### src/rtl/ktgd_pkg.sv
// Key tap gesture detector package: event entry, gesture flag and
// register index types shared by the detector modules.
// No dependencies.
package ktgd_pkg;

   localparam int unsigned CODE_W   = 16;
   localparam int unsigned TIME_W   = 32;
   localparam int unsigned WINDOW_W = 16;
   localparam int unsigned CSR_IDX_W = 1;

   localparam logic [WINDOW_W-1:0] TAP_WINDOW_RESET    = 16'd250;
   localparam logic [WINDOW_W-1:0] DOUBLE_WINDOW_RESET = 16'd500;

   typedef enum logic [CSR_IDX_W-1:0] {
      CSR_TAP_WINDOW    = 1'b0,
      CSR_DOUBLE_WINDOW = 1'b1
   } csr_index_type;

   typedef struct packed {
      logic [CODE_W-1:0] code;
      logic              press;
      logic [TIME_W-1:0] stamp;
   } event_type;

   typedef struct packed {
      logic tapped;
      logic tap_held;
      logic double_tapped;
   } gesture_type;

   typedef struct packed {
      logic [WINDOW_W-1:0] tap_window;
      logic [WINDOW_W-1:0] double_window;
   } window_type;

endpackage

### src/rtl/ktgd_eval.sv
// Gesture evaluation: compares the new event against the three previous
// events and the configured windows. Depends on ktgd_pkg.
module ktgd_eval (
   input  ktgd_pkg::event_type   new_event,
   input  ktgd_pkg::event_type   prev1,
   input  ktgd_pkg::event_type   prev2,
   input  ktgd_pkg::event_type   prev3,
   input  logic [1:0]            prev_count,
   input  ktgd_pkg::window_type  windows,
   output ktgd_pkg::gesture_type gesture
);

   logic [ktgd_pkg::TIME_W-1:0] diff1;
   logic [ktgd_pkg::TIME_W-1:0] diff2;
   logic [ktgd_pkg::TIME_W-1:0] diff3;
   logic [ktgd_pkg::TIME_W-1:0] tap_limit;
   logic [ktgd_pkg::TIME_W-1:0] double_limit;
   logic                        p1_press;
   logic                        p1_release;
   logic                        p2_press;
   logic                        p2_release;
   logic                        p3_press;
   logic                        tap_hit;

   assign diff1 = new_event.stamp - prev1.stamp;
   assign diff2 = new_event.stamp - prev2.stamp;
   assign diff3 = new_event.stamp - prev3.stamp;

   assign tap_limit    = {{(ktgd_pkg::TIME_W-ktgd_pkg::WINDOW_W){1'b0}}, windows.tap_window};
   assign double_limit = {{(ktgd_pkg::TIME_W-ktgd_pkg::WINDOW_W){1'b0}},
                          windows.double_window};

   assign p1_press   = (prev1.code == new_event.code) && prev1.press;
   assign p1_release = (prev1.code == new_event.code) && !prev1.press;
   assign p2_press   = (prev2.code == new_event.code) && prev2.press;
   assign p2_release = (prev2.code == new_event.code) && !prev2.press;
   assign p3_press   = (prev3.code == new_event.code) && prev3.press;

   assign tap_hit = (prev_count >= 2'd1) && p1_press && !new_event.press
                    && (diff1 < tap_limit);

   assign gesture.tapped        = tap_hit;
   assign gesture.tap_held      = (prev_count >= 2'd2) && p2_press && p1_release
                                  && new_event.press && (diff2 < double_limit);
   assign gesture.double_tapped = (prev_count == 2'd3) && tap_hit && p3_press
                                  && p2_release && (diff3 < double_limit);

endmodule

### src/rtl/key_tap_gesture_detector.sv
// Key tap gesture detector top level: input register, event history,
// gesture evaluation and result register. Depends on ktgd_pkg, ktgd_eval.
// An accepted req beat passes the input register, then the result register, to rsp_valid.
// Throughput: one event per cycle while rsp is not stalled; a stalled rsp holds one beat
// in the result register while the input register takes the next.
// Reset clears beat valids and history count; windows return to 250/500 ms.
module key_tap_gesture_detector (
   input  logic                                clock,
   input  logic                                reset,
   input  logic                                req_valid,
   output logic                                req_ready,
   input  logic [ktgd_pkg::CODE_W-1:0]         req_key_code,
   input  logic                                req_is_press,
   input  logic [ktgd_pkg::TIME_W-1:0]         req_event_time,
   output logic                                rsp_valid,
   input  logic                                rsp_ready,
   output logic                                rsp_tapped,
   output logic                                rsp_tap_held,
   output logic                                rsp_double_tapped,
   input  logic                                csr_we,
   input  logic [ktgd_pkg::CSR_IDX_W-1:0]      csr_index,
   input  logic [ktgd_pkg::WINDOW_W-1:0]       csr_wdata
);

   ktgd_pkg::window_type  windows_ff;
   ktgd_pkg::window_type  windows_in;
   logic                  in_valid_ff;
   ktgd_pkg::event_type   in_event_ff;
   ktgd_pkg::event_type   hist1_ff;
   ktgd_pkg::event_type   hist2_ff;
   ktgd_pkg::event_type   hist3_ff;
   logic [1:0]            hist_count_ff;
   logic [1:0]            hist_count_in;
   logic                  out_valid_ff;
   ktgd_pkg::gesture_type out_gesture_ff;
   ktgd_pkg::gesture_type gesture;
   logic                  out_free;
   logic                  advance;

   assign out_free  = !out_valid_ff || rsp_ready;
   assign advance   = in_valid_ff && out_free;
   assign req_ready = !in_valid_ff || out_free;

   always_comb begin
      windows_in = windows_ff;
      if (csr_we) begin
         unique case (ktgd_pkg::csr_index_type'(csr_index))
            ktgd_pkg::CSR_TAP_WINDOW:    windows_in.tap_window    = csr_wdata;
            ktgd_pkg::CSR_DOUBLE_WINDOW: windows_in.double_window = csr_wdata;
            default:                     windows_in = windows_ff;
         endcase
      end
   end

   assign hist_count_in = (hist_count_ff == 2'd3) ? hist_count_ff : hist_count_ff + 2'd1;

   always_ff @(posedge clock) begin
      if (reset) begin
         windows_ff.tap_window    <= ktgd_pkg::TAP_WINDOW_RESET;
         windows_ff.double_window <= ktgd_pkg::DOUBLE_WINDOW_RESET;
         in_valid_ff   <= 1'b0;
         out_valid_ff  <= 1'b0;
         hist_count_ff <= 2'd0;
      end else begin
         windows_ff <= windows_in;
         if (req_ready) begin
            in_valid_ff <= req_valid;
         end
         if (out_free) begin
            out_valid_ff <= in_valid_ff;
         end
         if (advance) begin
            hist_count_ff <= hist_count_in;
         end
      end
   end

   // hold payload until the next beat is taken
   always_ff @(posedge clock) begin
      if (req_valid && req_ready) begin
         in_event_ff.code  <= req_key_code;
         in_event_ff.press <= req_is_press;
         in_event_ff.stamp <= req_event_time;
      end
      if (advance) begin
         hist1_ff       <= in_event_ff;
         hist2_ff       <= hist1_ff;
         hist3_ff       <= hist2_ff;
         out_gesture_ff <= gesture;
      end
   end

   ktgd_eval u_eval (
      .new_event  (in_event_ff),
      .prev1      (hist1_ff),
      .prev2      (hist2_ff),
      .prev3      (hist3_ff),
      .prev_count (hist_count_ff),
      .windows    (windows_ff),
      .gesture    (gesture)
   );

   assign rsp_valid         = out_valid_ff;
   assign rsp_tapped        = out_gesture_ff.tapped;
   assign rsp_tap_held      = out_gesture_ff.tap_held;
   assign rsp_double_tapped = out_gesture_ff.double_tapped;

endmodule

### config.mk
export PLATFORM = sky130hd
export DESIGN_NAME = key_tap_gesture_detector
export DESIGN_NICKNAME = d
export VERILOG_FILES = /design/src/rtl/ktgd_pkg.sv /design/src/rtl/ktgd_eval.sv /design/src/rtl/key_tap_gesture_detector.sv
export SDC_FILE = /design/constraint.sdc
export NUM_CORES = 1
export LEC_CHECK = 0
export ABC_CLOCK_PERIOD_IN_PS = 7700
export BUFFER_PORTS_ARGS = -buffer_cell sky130_fd_sc_hd__buf_2
export CORE_MARGIN = 2
export CORE_UTILIZATION = 35
export DETAILED_ROUTE_END_ITERATION = 10
export PLACE_DENSITY_LB_ADDON = 0.25
export SLEW_MARGIN = 20
export SYNTH_ARGS = -nofsm -noshare
export SYNTH_HDL_FRONTEND = slang
export SYNTH_SLANG_ARGS = --single-unit
### constraint.sdc
create_clock -name clock -period 7.7 [get_ports clock]
set_input_delay 0.77 -clock clock [delete_from_list [all_inputs] [get_ports clock]]
set_output_delay 0.77 -clock clock [all_outputs]
set_load 0.005 [all_outputs]
==> results of run 1 <==
==> cells in the mapped netlist (all sizes together), types with 4 or more instances <==
cell type,instances
edfxtp,199
nand2,149
inv,148
ha,141
a21oi,130
nor2,80
xor2,66
o21ai,65
xnor2,48
dfxtp,36
clkbuf,32
nand4,31
a21o,29
nand3,26
nor3,25
nor2b,23
nor4,17
a31oi,16
o211ai,14
a211oi,13
nand2b,13
o21a,13
o21bai,11
a211o,8
o2111ai,8
and2,7
mux2i,7
and3,6
nand3b,6
a221oi,5
a2111oi,4
a31o,4
nor4b,4
==> metal layers <==
layer,up-vias,global-route usage,routed length (um)
li1,5391,-,-
met1,5164,0.2600,19110
met2,317,0.2637,16600
met3,75,0.03026,2254
met4,0,0.06305,1255
met5,-,0,0
==> through the flow <==
step                      utilization  instances  worst slack, ns  power (mW)  cell area, sq um
after CTS                      0.4007       2069            2.214       3.540             16360
after detailed placement       0.3782       2017            2.250       2.198             15440
after global placement         0.3782       2017            2.530       2.190             15440
after floorplan                     -       1440            2.212       1.995             14490
after global routing           0.4007       2069            1.906       3.682             16360
final                          0.4007       2069            2.069       3.502             16360
==> registers in the layout, indices dropped and copies added (netlist names) <==
register	cells
hist2_ff	49
hist_count_ff	2
rsp_tap_held	1
rsp_tapped	1
rsp_valid	1
in_valid_ff	1
windows_ff	32
in_event_ff	49
rsp_double_tapped	1
hist3_ff	49
hist1_ff	49
==> final cells by class <==
type	instances	area, sq um
inverter	148	555.5
tap	532	665.6
clock inverter	13	145.1
fill	4047	24470
sequential	235	6696
timing repair buffer	79	405.4
clock buffer	39	773.2
multi-input combinational	1023	7118
==> where the power goes <==
part           switching, mW  total, mW  internal (mW)
Combinational          0.418      0.682          0.264
Sequential            0.0481       1.50           1.45
Clock                  0.547       1.32          0.774
==> cells in the final DEF, fill, tap and decap left out, types with 6 or more instances in the layout <==
cell type,instances
sky130_fd_sc_hd__nor2_1,80
sky130_fd_sc_hd__a211o_1,8
sky130_fd_sc_hd__o21ai_1,11
sky130_fd_sc_hd__buf_2,75
sky130_fd_sc_hd__o21ai_0,54
sky130_fd_sc_hd__a21o_1,29
sky130_fd_sc_hd__a211oi_1,12
sky130_fd_sc_hd__o21a_1,13
sky130_fd_sc_hd__nor2b_1,22
sky130_fd_sc_hd__o2111ai_1,8
sky130_fd_sc_hd__nand3b_1,6
sky130_fd_sc_hd__nand2b_1,13
sky130_fd_sc_hd__mux2i_1,7
sky130_fd_sc_hd__nor3_1,25
sky130_fd_sc_hd__xnor2_1,48
sky130_fd_sc_hd__a21oi_1,130
sky130_fd_sc_hd__edfxtp_1,199
sky130_fd_sc_hd__ha_1,141
sky130_fd_sc_hd__nand4_1,31
sky130_fd_sc_hd__clkbuf_1,9
sky130_fd_sc_hd__and3_1,6
sky130_fd_sc_hd__dfxtp_1,36
sky130_fd_sc_hd__clkbuf_16,29
sky130_fd_sc_hd__nand3_1,25
sky130_fd_sc_hd__inv_1,148
sky130_fd_sc_hd__o211ai_1,14
sky130_fd_sc_hd__a31oi_1,14
sky130_fd_sc_hd__nand2_1,148
sky130_fd_sc_hd__nor4_1,17
sky130_fd_sc_hd__xor2_1,66
sky130_fd_sc_hd__o21bai_1,11
==> path summary, 6_finish.rpt <==
kind / startpoint / to / slack (ns)
min reg2reg: hist2_ff[12] / hist3_ff[12] / 0.44
max reg2reg: in_event_ff[1] / rsp_tap_held / 2.07
max: in_event_ff[1] / rsp_tap_held / 2.07
min: req_event_time[22] / in_event_ff[22] / 0.38
==> cell families (layout without fill, tap and decap cells) <==
kind of cell / count (synthesis) / after routing / share of synthesized area
AO/OA/AOI/OAI: 355 / 355 / 0.1572
XOR/XNOR: 114 / 114 / 0.06891
adder cells (fa/ha/maj): 144 / 144 / 0.1259
buffers and inverters: 182 / 279 / 0.04723
flip-flops: 235 / 235 / 0.4621
multiplexers: 8 / 8 / 0.005613
AND/OR/NAND/NOR: 402 / 402 / 0.1331
==> impl_metrics.xml, run 1 <==
<?xml version="1.0" encoding="UTF-8"?>
<metrics>
  <group name="status">
    <metric name="status" unit="">finished clean</metric>
  </group>
  <group name="critical_path">
    <metric name="timing_worst_setup_path_type" unit="">flop to flop</metric>
    <metric name="critical-path-slowest-cell" unit="">sky130_fd_sc_hd__a41oi_1</metric>
    <metric name="crit_path_end_kind" unit="">flop</metric>
    <metric name="worstPathCellList" unit="">ha_1 &gt; nor2b_1 &gt; o2111ai_1 &gt; a31oi_1 &gt; a41oi_1 &gt; o21ai_0 &gt; a21o_1 &gt; a21oi_1 &gt; xnor2_1 &gt; ha_1 &gt; nor4bb_1 &gt; o221ai_1 &gt; or4_1 &gt; nor4_1 &gt; o2111ai_1 &gt; nor4_1 &gt; nand4_1 &gt; nor4_1</metric>
    <metric name="path_delay_family" unit="">compound AO/OA/AOI/OAI gates</metric>
    <metric name="critPathBufInv" unit="">0</metric>
    <metric name="critical_path.max_fanout" unit="">7</metric>
    <metric name="r2r_cells" unit="">18</metric>
    <metric name="critical_path_at" unit="ns">5.99</metric>
    <metric name="worst_setup_path_start_kind" unit="">flop</metric>
    <metric name="critPathMostFrequentCell" unit="">sky130_fd_sc_hd__nor4_1</metric>
    <metric name="path_depth" unit="">18</metric>
    <metric name="critical_path_required" unit="ns">8.06</metric>
    <metric name="timing.critical_path.slowest_cell_delay" unit="ns">0.57</metric>
  </group>
  <group name="yosys">
    <metric name="postSynth.topFlopCell" unit="">sky130_fd_sc_hd__edfxtp_1</metric>
    <metric name="synth-seq-cells" unit="">235</metric>
    <metric name="synth_area_leader_cell" unit="">sky130_fd_sc_hd__edfxtp_1</metric>
    <metric name="postSynth.asyncResetShare" unit="">0</metric>
    <metric name="synth_enable_flop_cells" unit="">199</metric>
    <metric name="synth.lib_cells_used.distinct" unit="">72</metric>
    <metric name="syn_avg_cell_area" unit="sq um">10.06</metric>
    <metric name="synth_top_area_frac" unit="">0.4124</metric>
    <metric name="ys.warnings.count" unit="">0</metric>
    <metric name="yosys-top-cells-area" unit="">sky130_fd_sc_hd__edfxtp_1, sky130_fd_sc_hd__ha_1, sky130_fd_sc_hd__dfxtp_1</metric>
    <metric name="syn_nets" unit="">1655</metric>
    <metric name="portion_of_the_post_synthesis_area_used_by_sequential_elements" unit="">0.4621</metric>
    <metric name="post_synth_inst_count" unit="">1440</metric>
    <metric name="syn_area" unit="sq mm">0.01449</metric>
  </group>
  <group name="detailed_routing">
    <metric name="vias" unit="">10947</metric>
    <metric name="detail_route.drc_violations" unit="">0</metric>
    <metric name="route.detailed.wl_per_inst" unit="um">18.96</metric>
    <metric name="drt.antenna.violating_nets" unit="">0</metric>
    <metric name="dr.first_iter.drc_count" unit="">835</metric>
    <metric name="vias_per_cell" unit="">5.291</metric>
    <metric name="detail_route.wirelength" unit="mm">39.22</metric>
    <metric name="drtPass1Iterations" unit="">5</metric>
  </group>
  <group name="floorplan">
    <metric name="initial_utilization" unit="">0.3549</metric>
    <metric name="cell_row_count" unit="">74</metric>
    <metric name="fp.dieArea" unit="sq mm">0.04304</metric>
    <metric name="fp.dieW" unit="um">207.5</metric>
    <metric name="io_pins" unit="">76</metric>
    <metric name="die-height" unit="um">207.5</metric>
    <metric name="core-area" unit="sq mm">0.04083</metric>
  </group>
  <group name="clock_network">
    <metric name="cts_resized" unit="">0</metric>
    <metric name="cts_buffer_depth" unit="">3</metric>
    <metric name="cts_root_buf" unit="">sky130_fd_sc_hd__clkbuf_16</metric>
    <metric name="clkSlewWorstSetupHoldPaths" unit="ns">0.06</metric>
    <metric name="postCtsSetupBuffers" unit="">0</metric>
    <metric name="insertion_delay" unit="ns">0.57</metric>
    <metric name="tritoncts.num_buffers" unit="">28</metric>
    <metric name="post_cts_hold_buffer_count" unit="">0</metric>
    <metric name="h-tree-depth" unit="">1</metric>
    <metric name="tritoncts_num_sinks" unit="">235</metric>
    <metric name="tritoncts" unit="">yes</metric>
  </group>
  <group name="pwr">
    <metric name="p_leak" unit="nW">6.651</metric>
    <metric name="cellPowerDensity" unit="mW/mm^2">214.1</metric>
    <metric name="power.ir.vdd_worst" unit="V">0.0002283</metric>
  </group>
  <group name="global_routing">
    <metric name="antenna_found_initial" unit="">0</metric>
    <metric name="grt_pass1_vias" unit="">10758</metric>
    <metric name="overflow" unit="">0</metric>
    <metric name="groute.usage.overall" unit="">0.1777</metric>
    <metric name="wire_length_of_the_first_global_routing_pass" unit="mm">60.33</metric>
    <metric name="maximum_number_of_pins_on_one_net_before_global_route_repair" unit="">67</metric>
  </group>
  <group name="min_path">
    <metric name="worstHoldPathCells" unit="">1</metric>
    <metric name="worstHoldPathType" unit="">input pin to flop</metric>
  </group>
  <group name="timing">
    <metric name="relSlewSlack" unit="">0.3774</metric>
    <metric name="report.final.setup_viol" unit="">0</metric>
    <metric name="final-max-slew-violation-count" unit="">0</metric>
    <metric name="fin_crit_sh" unit="">0.7313</metric>
    <metric name="hold_slack" unit="ns">0.3761</metric>
    <metric name="totalNegativeSetupSlack" unit="ns">0</metric>
    <metric name="tightest_slew" unit="ns">0.9339</metric>
    <metric name="fmax" unit="MHz">177.6</metric>
    <metric name="fin_skew" unit="ns">0.02093</metric>
    <metric name="final.min_clock_period" unit="ns">5.631</metric>
    <metric name="setup_repair_after_global_routing_missed_its_margin" unit="">false</metric>
    <metric name="timing_hold_violations_final" unit="">0</metric>
  </group>
  <group name="final_layout">
    <metric name="diodes" unit="">0</metric>
    <metric name="finalNetCount" unit="">1730</metric>
    <metric name="area.growth.synth_to_final" unit="%">12.90</metric>
    <metric name="layout-drive-gt1-share" unit="">0.09044</metric>
  </group>
  <group name="run">
    <metric name="max_cap_viol_count" unit="">0</metric>
  </group>
  <group name="place">
    <metric name="gp_congestion" unit="">0.9238</metric>
    <metric name="detailedPlacementHpwl" unit="mm">30.19</metric>
    <metric name="port_buffers" unit="">75</metric>
  </group>
</metrics>
Note: power is estimated with default switching activity, not from simulation.
==> run 2: changes to the inputs <==
--- a/config.mk
+++ b/config.mk
@@ -5,7 +5,7 @@
 export SDC_FILE = /design/constraint.sdc
 export NUM_CORES = 1
 export LEC_CHECK = 0
-export ABC_CLOCK_PERIOD_IN_PS = 7700
+export ABC_CLOCK_PERIOD_IN_PS = 5000
 export BUFFER_PORTS_ARGS = -buffer_cell sky130_fd_sc_hd__buf_2
 export CORE_MARGIN = 2
 export CORE_UTILIZATION = 35
==> constraint.sdc (replaced) <==
create_clock -name clock -period 5 [get_ports clock]
set_input_delay 0.5 -clock clock [delete_from_list [all_inputs] [get_ports clock]]
set_output_delay 0.5 -clock clock [all_outputs]
set_load 0.005 [all_outputs]
==> run 2 against run 1 <==
  * Setup slack got worse by 1.7 ns
  * Register-to-register slack worse by 1.7 ns
  * Final cell count grew 1.2%
  * Utilization increased by 0.62 points
  * Combinational power is 57% higher
  * Die area is the same
==> impl_metrics.xml, run 2 (same netlist as run 1, synthesis figures left out) <==
<?xml version="1.0" encoding="UTF-8"?>
<metrics>
  <group name="clock_network">
    <metric name="insertion_delay" unit="ns">0.55</metric>
    <metric name="clkSlewWorstSetupHoldPaths" unit="ns">0.06</metric>
    <metric name="h-tree-depth" unit="">1</metric>
    <metric name="tritoncts.num_buffers" unit="">28</metric>
    <metric name="tritoncts_num_sinks" unit="">235</metric>
    <metric name="cts_root_buf" unit="">sky130_fd_sc_hd__clkbuf_16</metric>
    <metric name="post_cts_hold_buffer_count" unit="">0</metric>
    <metric name="cts_buffer_depth" unit="">3</metric>
    <metric name="tritoncts" unit="">yes</metric>
  </group>
  <group name="critical_path">
    <metric name="worstPathCellList" unit="">buf_4 &gt; ha_1 &gt; nor2b_1 &gt; o211ai_1 &gt; a21oi_2 &gt; o21a_1 &gt; o21ai_0 &gt; nand2b_1 &gt; a21o_1 &gt; a21oi_1 &gt; xnor2_1 &gt; ha_1 &gt; nand2_1 &gt; nor3_1 &gt; a2111oi_2 &gt; nand4_1 &gt; a311o_1 &gt; nor4b_2 &gt; o2111ai_1 &gt; a2111oi_2 &gt; o2111a_1</metric>
    <metric name="worst_setup_path_start_kind" unit="">flop</metric>
    <metric name="critical-path-slowest-cell" unit="">sky130_fd_sc_hd__edfxtp_1</metric>
    <metric name="critical_path_at" unit="ns">5.07</metric>
    <metric name="r2r_cells" unit="">21</metric>
    <metric name="crit_path_end_kind" unit="">flop</metric>
    <metric name="worst_r2r_startpoint" unit="">in_event_ff[1]</metric>
    <metric name="worst_r2r_endpoint" unit="">rsp_double_tapped</metric>
    <metric name="timing_worst_setup_path_type" unit="">flop to flop</metric>
    <metric name="timing.critical_path.slowest_cell_delay" unit="ns">0.39</metric>
    <metric name="critical_path_start" unit="">in_event_ff[1]</metric>
    <metric name="critical_path_required" unit="ns">5.42</metric>
    <metric name="timing.reg2reg.setup_slack" unit="ns">0.35</metric>
    <metric name="worstSetupEndpoint" unit="">rsp_double_tapped</metric>
    <metric name="critical_path.max_fanout" unit="">6</metric>
  </group>
  <group name="detailed_routing">
    <metric name="vias" unit="">11198</metric>
    <metric name="dr.first_iter.drc_count" unit="">864</metric>
    <metric name="drt.antenna.violating_nets" unit="">0</metric>
    <metric name="vias_per_cell" unit="">5.348</metric>
    <metric name="route.detailed.wl_per_inst" unit="um">18.90</metric>
    <metric name="detail_route.wirelength" unit="mm">39.57</metric>
    <metric name="detail_route.drc_violations" unit="">0</metric>
    <metric name="drtPass1Iterations" unit="">6</metric>
  </group>
  <group name="timing">
    <metric name="fin_crit_sh" unit="">0.9300</metric>
    <metric name="setup_repair_after_global_routing_missed_its_margin" unit="">false</metric>
    <metric name="timing_hold_violations_final" unit="">0</metric>
    <metric name="relSlewSlack" unit="">0.4003</metric>
    <metric name="final-max-slew-violation-count" unit="">0</metric>
    <metric name="tightest_slew" unit="ns">0.8995</metric>
    <metric name="final.min_clock_period" unit="ns">4.650</metric>
    <metric name="fin_skew" unit="ns">0.009350</metric>
    <metric name="report.final.setup_viol" unit="">0</metric>
    <metric name="fmax" unit="MHz">215.0</metric>
  </group>
  <group name="place">
    <metric name="port_buffers" unit="">75</metric>
    <metric name="gp_congestion" unit="">0.9214</metric>
    <metric name="numPlacedInstances" unit="">2043</metric>
    <metric name="detailedPlacementHpwl" unit="mm">30.69</metric>
  </group>
  <group name="final_layout">
    <metric name="finish.utilization" unit="">0.4069</metric>
    <metric name="layout-drive-gt1-share" unit="">0.1114</metric>
    <metric name="finalNetCount" unit="">1756</metric>
    <metric name="num-fill-cells" unit="">3982</metric>
    <metric name="area.growth.synth_to_final" unit="%">14.65</metric>
    <metric name="area_of_the_multi_input_gates" unit="sq mm">0.007166</metric>
    <metric name="stdcell_count" unit="">2094</metric>
    <metric name="most_used_cells_in_the_layout_excluding_fill_and_tap_cells" unit="">sky130_fd_sc_hd__edfxtp_1, sky130_fd_sc_hd__inv_1, sky130_fd_sc_hd__nand2_1, sky130_fd_sc_hd__ha_1, sky130_fd_sc_hd__a21oi_1</metric>
    <metric name="layout.area.seq" unit="sq mm">0.006696</metric>
    <metric name="diodes" unit="">0</metric>
    <metric name="mostFrequentLayoutCell" unit="">sky130_fd_sc_hd__edfxtp_1</metric>
  </group>
  <group name="floorplan">
    <metric name="initial_utilization" unit="">0.3549</metric>
    <metric name="die-height" unit="um">207.5</metric>
    <metric name="fp.dieArea" unit="sq mm">0.04304</metric>
    <metric name="fp.dieW" unit="um">207.5</metric>
    <metric name="io_pins" unit="">76</metric>
    <metric name="cell_row_count" unit="">74</metric>
    <metric name="core-area" unit="sq mm">0.04083</metric>
  </group>
  <group name="run">
    <metric name="max_cap_viol_count" unit="">0</metric>
  </group>
  <group name="global_routing">
    <metric name="maximum_number_of_pins_on_one_net_before_global_route_repair" unit="">72</metric>
    <metric name="grt_pass1_vias" unit="">10961</metric>
    <metric name="overflow" unit="">0</metric>
    <metric name="wire_length_of_the_first_global_routing_pass" unit="mm">61.82</metric>
    <metric name="antenna_found_initial" unit="">0</metric>
    <metric name="groute.usage.overall" unit="">0.1817</metric>
  </group>
  <group name="min_path">
    <metric name="worstHoldPathType" unit="">input pin to flop</metric>
  </group>
  <group name="pwr">
    <metric name="cellPowerDensity" unit="mW/mm^2">328.0</metric>
    <metric name="p_leak" unit="nW">6.800</metric>
    <metric name="totalPowerFinal" unit="mW">5.449</metric>
    <metric name="power.ir.vdd_worst" unit="V">0.0002347</metric>
  </group>
  <group name="status">
    <metric name="status" unit="">finished clean</metric>
  </group>
</metrics>
run 2: cell types whose count changed in the layout (fill, tap and decap cells not counted), sizes merged:
cell / delta
inv: -1
bufinv: +1
buf: +26
clkinvlp: -2
clkinv: +3
clkbuf: -2
run 2: per-stage QoR:
step           setup TNS, ns  hold slack, ns  setup slack [ns]  instance area (sq um)
6_report                   0          0.1162            0.3498                  16610
5_1_grt                    0         0.09473           0.01849                  16610
4_1_cts                    0         0.08749           0.04197                  16570
3_5_place_dp        -0.07044          0.4346          -0.07044                  15640
3_3_place_gp               0          0.4340            0.2189                  15640
2_1_floorplan              0          0.4264            0.4544                  14500
run 2: worst min path at each step:
stage | slack (ns) | cells past startpoint | endpoint | start
2_1_floorplan | 0.43 | 0 | hist1_ff[0] | in_event_ff[0]
3_3_place_gp | 0.43 | 0 | hist3_ff[20] | hist2_ff[20]
3_5_place_dp | 0.43 | 0 | hist2_ff[28] | hist1_ff[28]
4_1_cts | 0.09 | 1 | in_event_ff[4] | req_event_time[4]
5_1_grt | 0.09 | 1 | in_event_ff[4] | req_event_time[4]
6_report | 0.12 | 1 | in_event_ff[4] | req_event_time[4]
run 2: layer usage:
layer  vias up  part of all wire  GRT usage
li1       5449                 -          -
met1      5346              0.49     0.2680
met2       343              0.43     0.2738
met3        60             0.056    0.02753
met4         0             0.026    0.05443
met5         -                 0          0
run 2: worst max-delay path: cells and delay by family, from the launching register on:
kind / cells / cell delay, ns
AO/OA/AOI/OAI: 11 / 2.41
AND/OR/NAND/NOR: 6 / 0.84
adder cells (fa/ha/maj): 2 / 0.56
flip-flops: 1 / 0.39
buffers and inverters: 1 / 0.19
XOR/XNOR: 1 / 0.15
run 2: final cells by class:
class	instances	share of cell area
multi-input combinational	1023	0.4313
clock buffer	37	0.04669
clock inverter	14	0.009263
tap	532	0.04007
inverter	148	0.03344
sequential	235	0.4031
timing repair buffer	105	0.03615
run 2: what timing repair did:
item / CTS / global route
buffers inserted: 0 / 0
pin swaps: 0 / 6
setup endpoints to repair: 1 / 2
resized for setup: 2 / 8
run 2: report_power, final:
part	internal [mW]	total (mW)	switching, mW	leakage, nW
clock network	1.24	2.07	0.823	0.455
logic	0.427	1.07	0.647	4.17
registers	2.24	2.31	0.0732	2.18
total	3.91	5.45	1.54	6.80
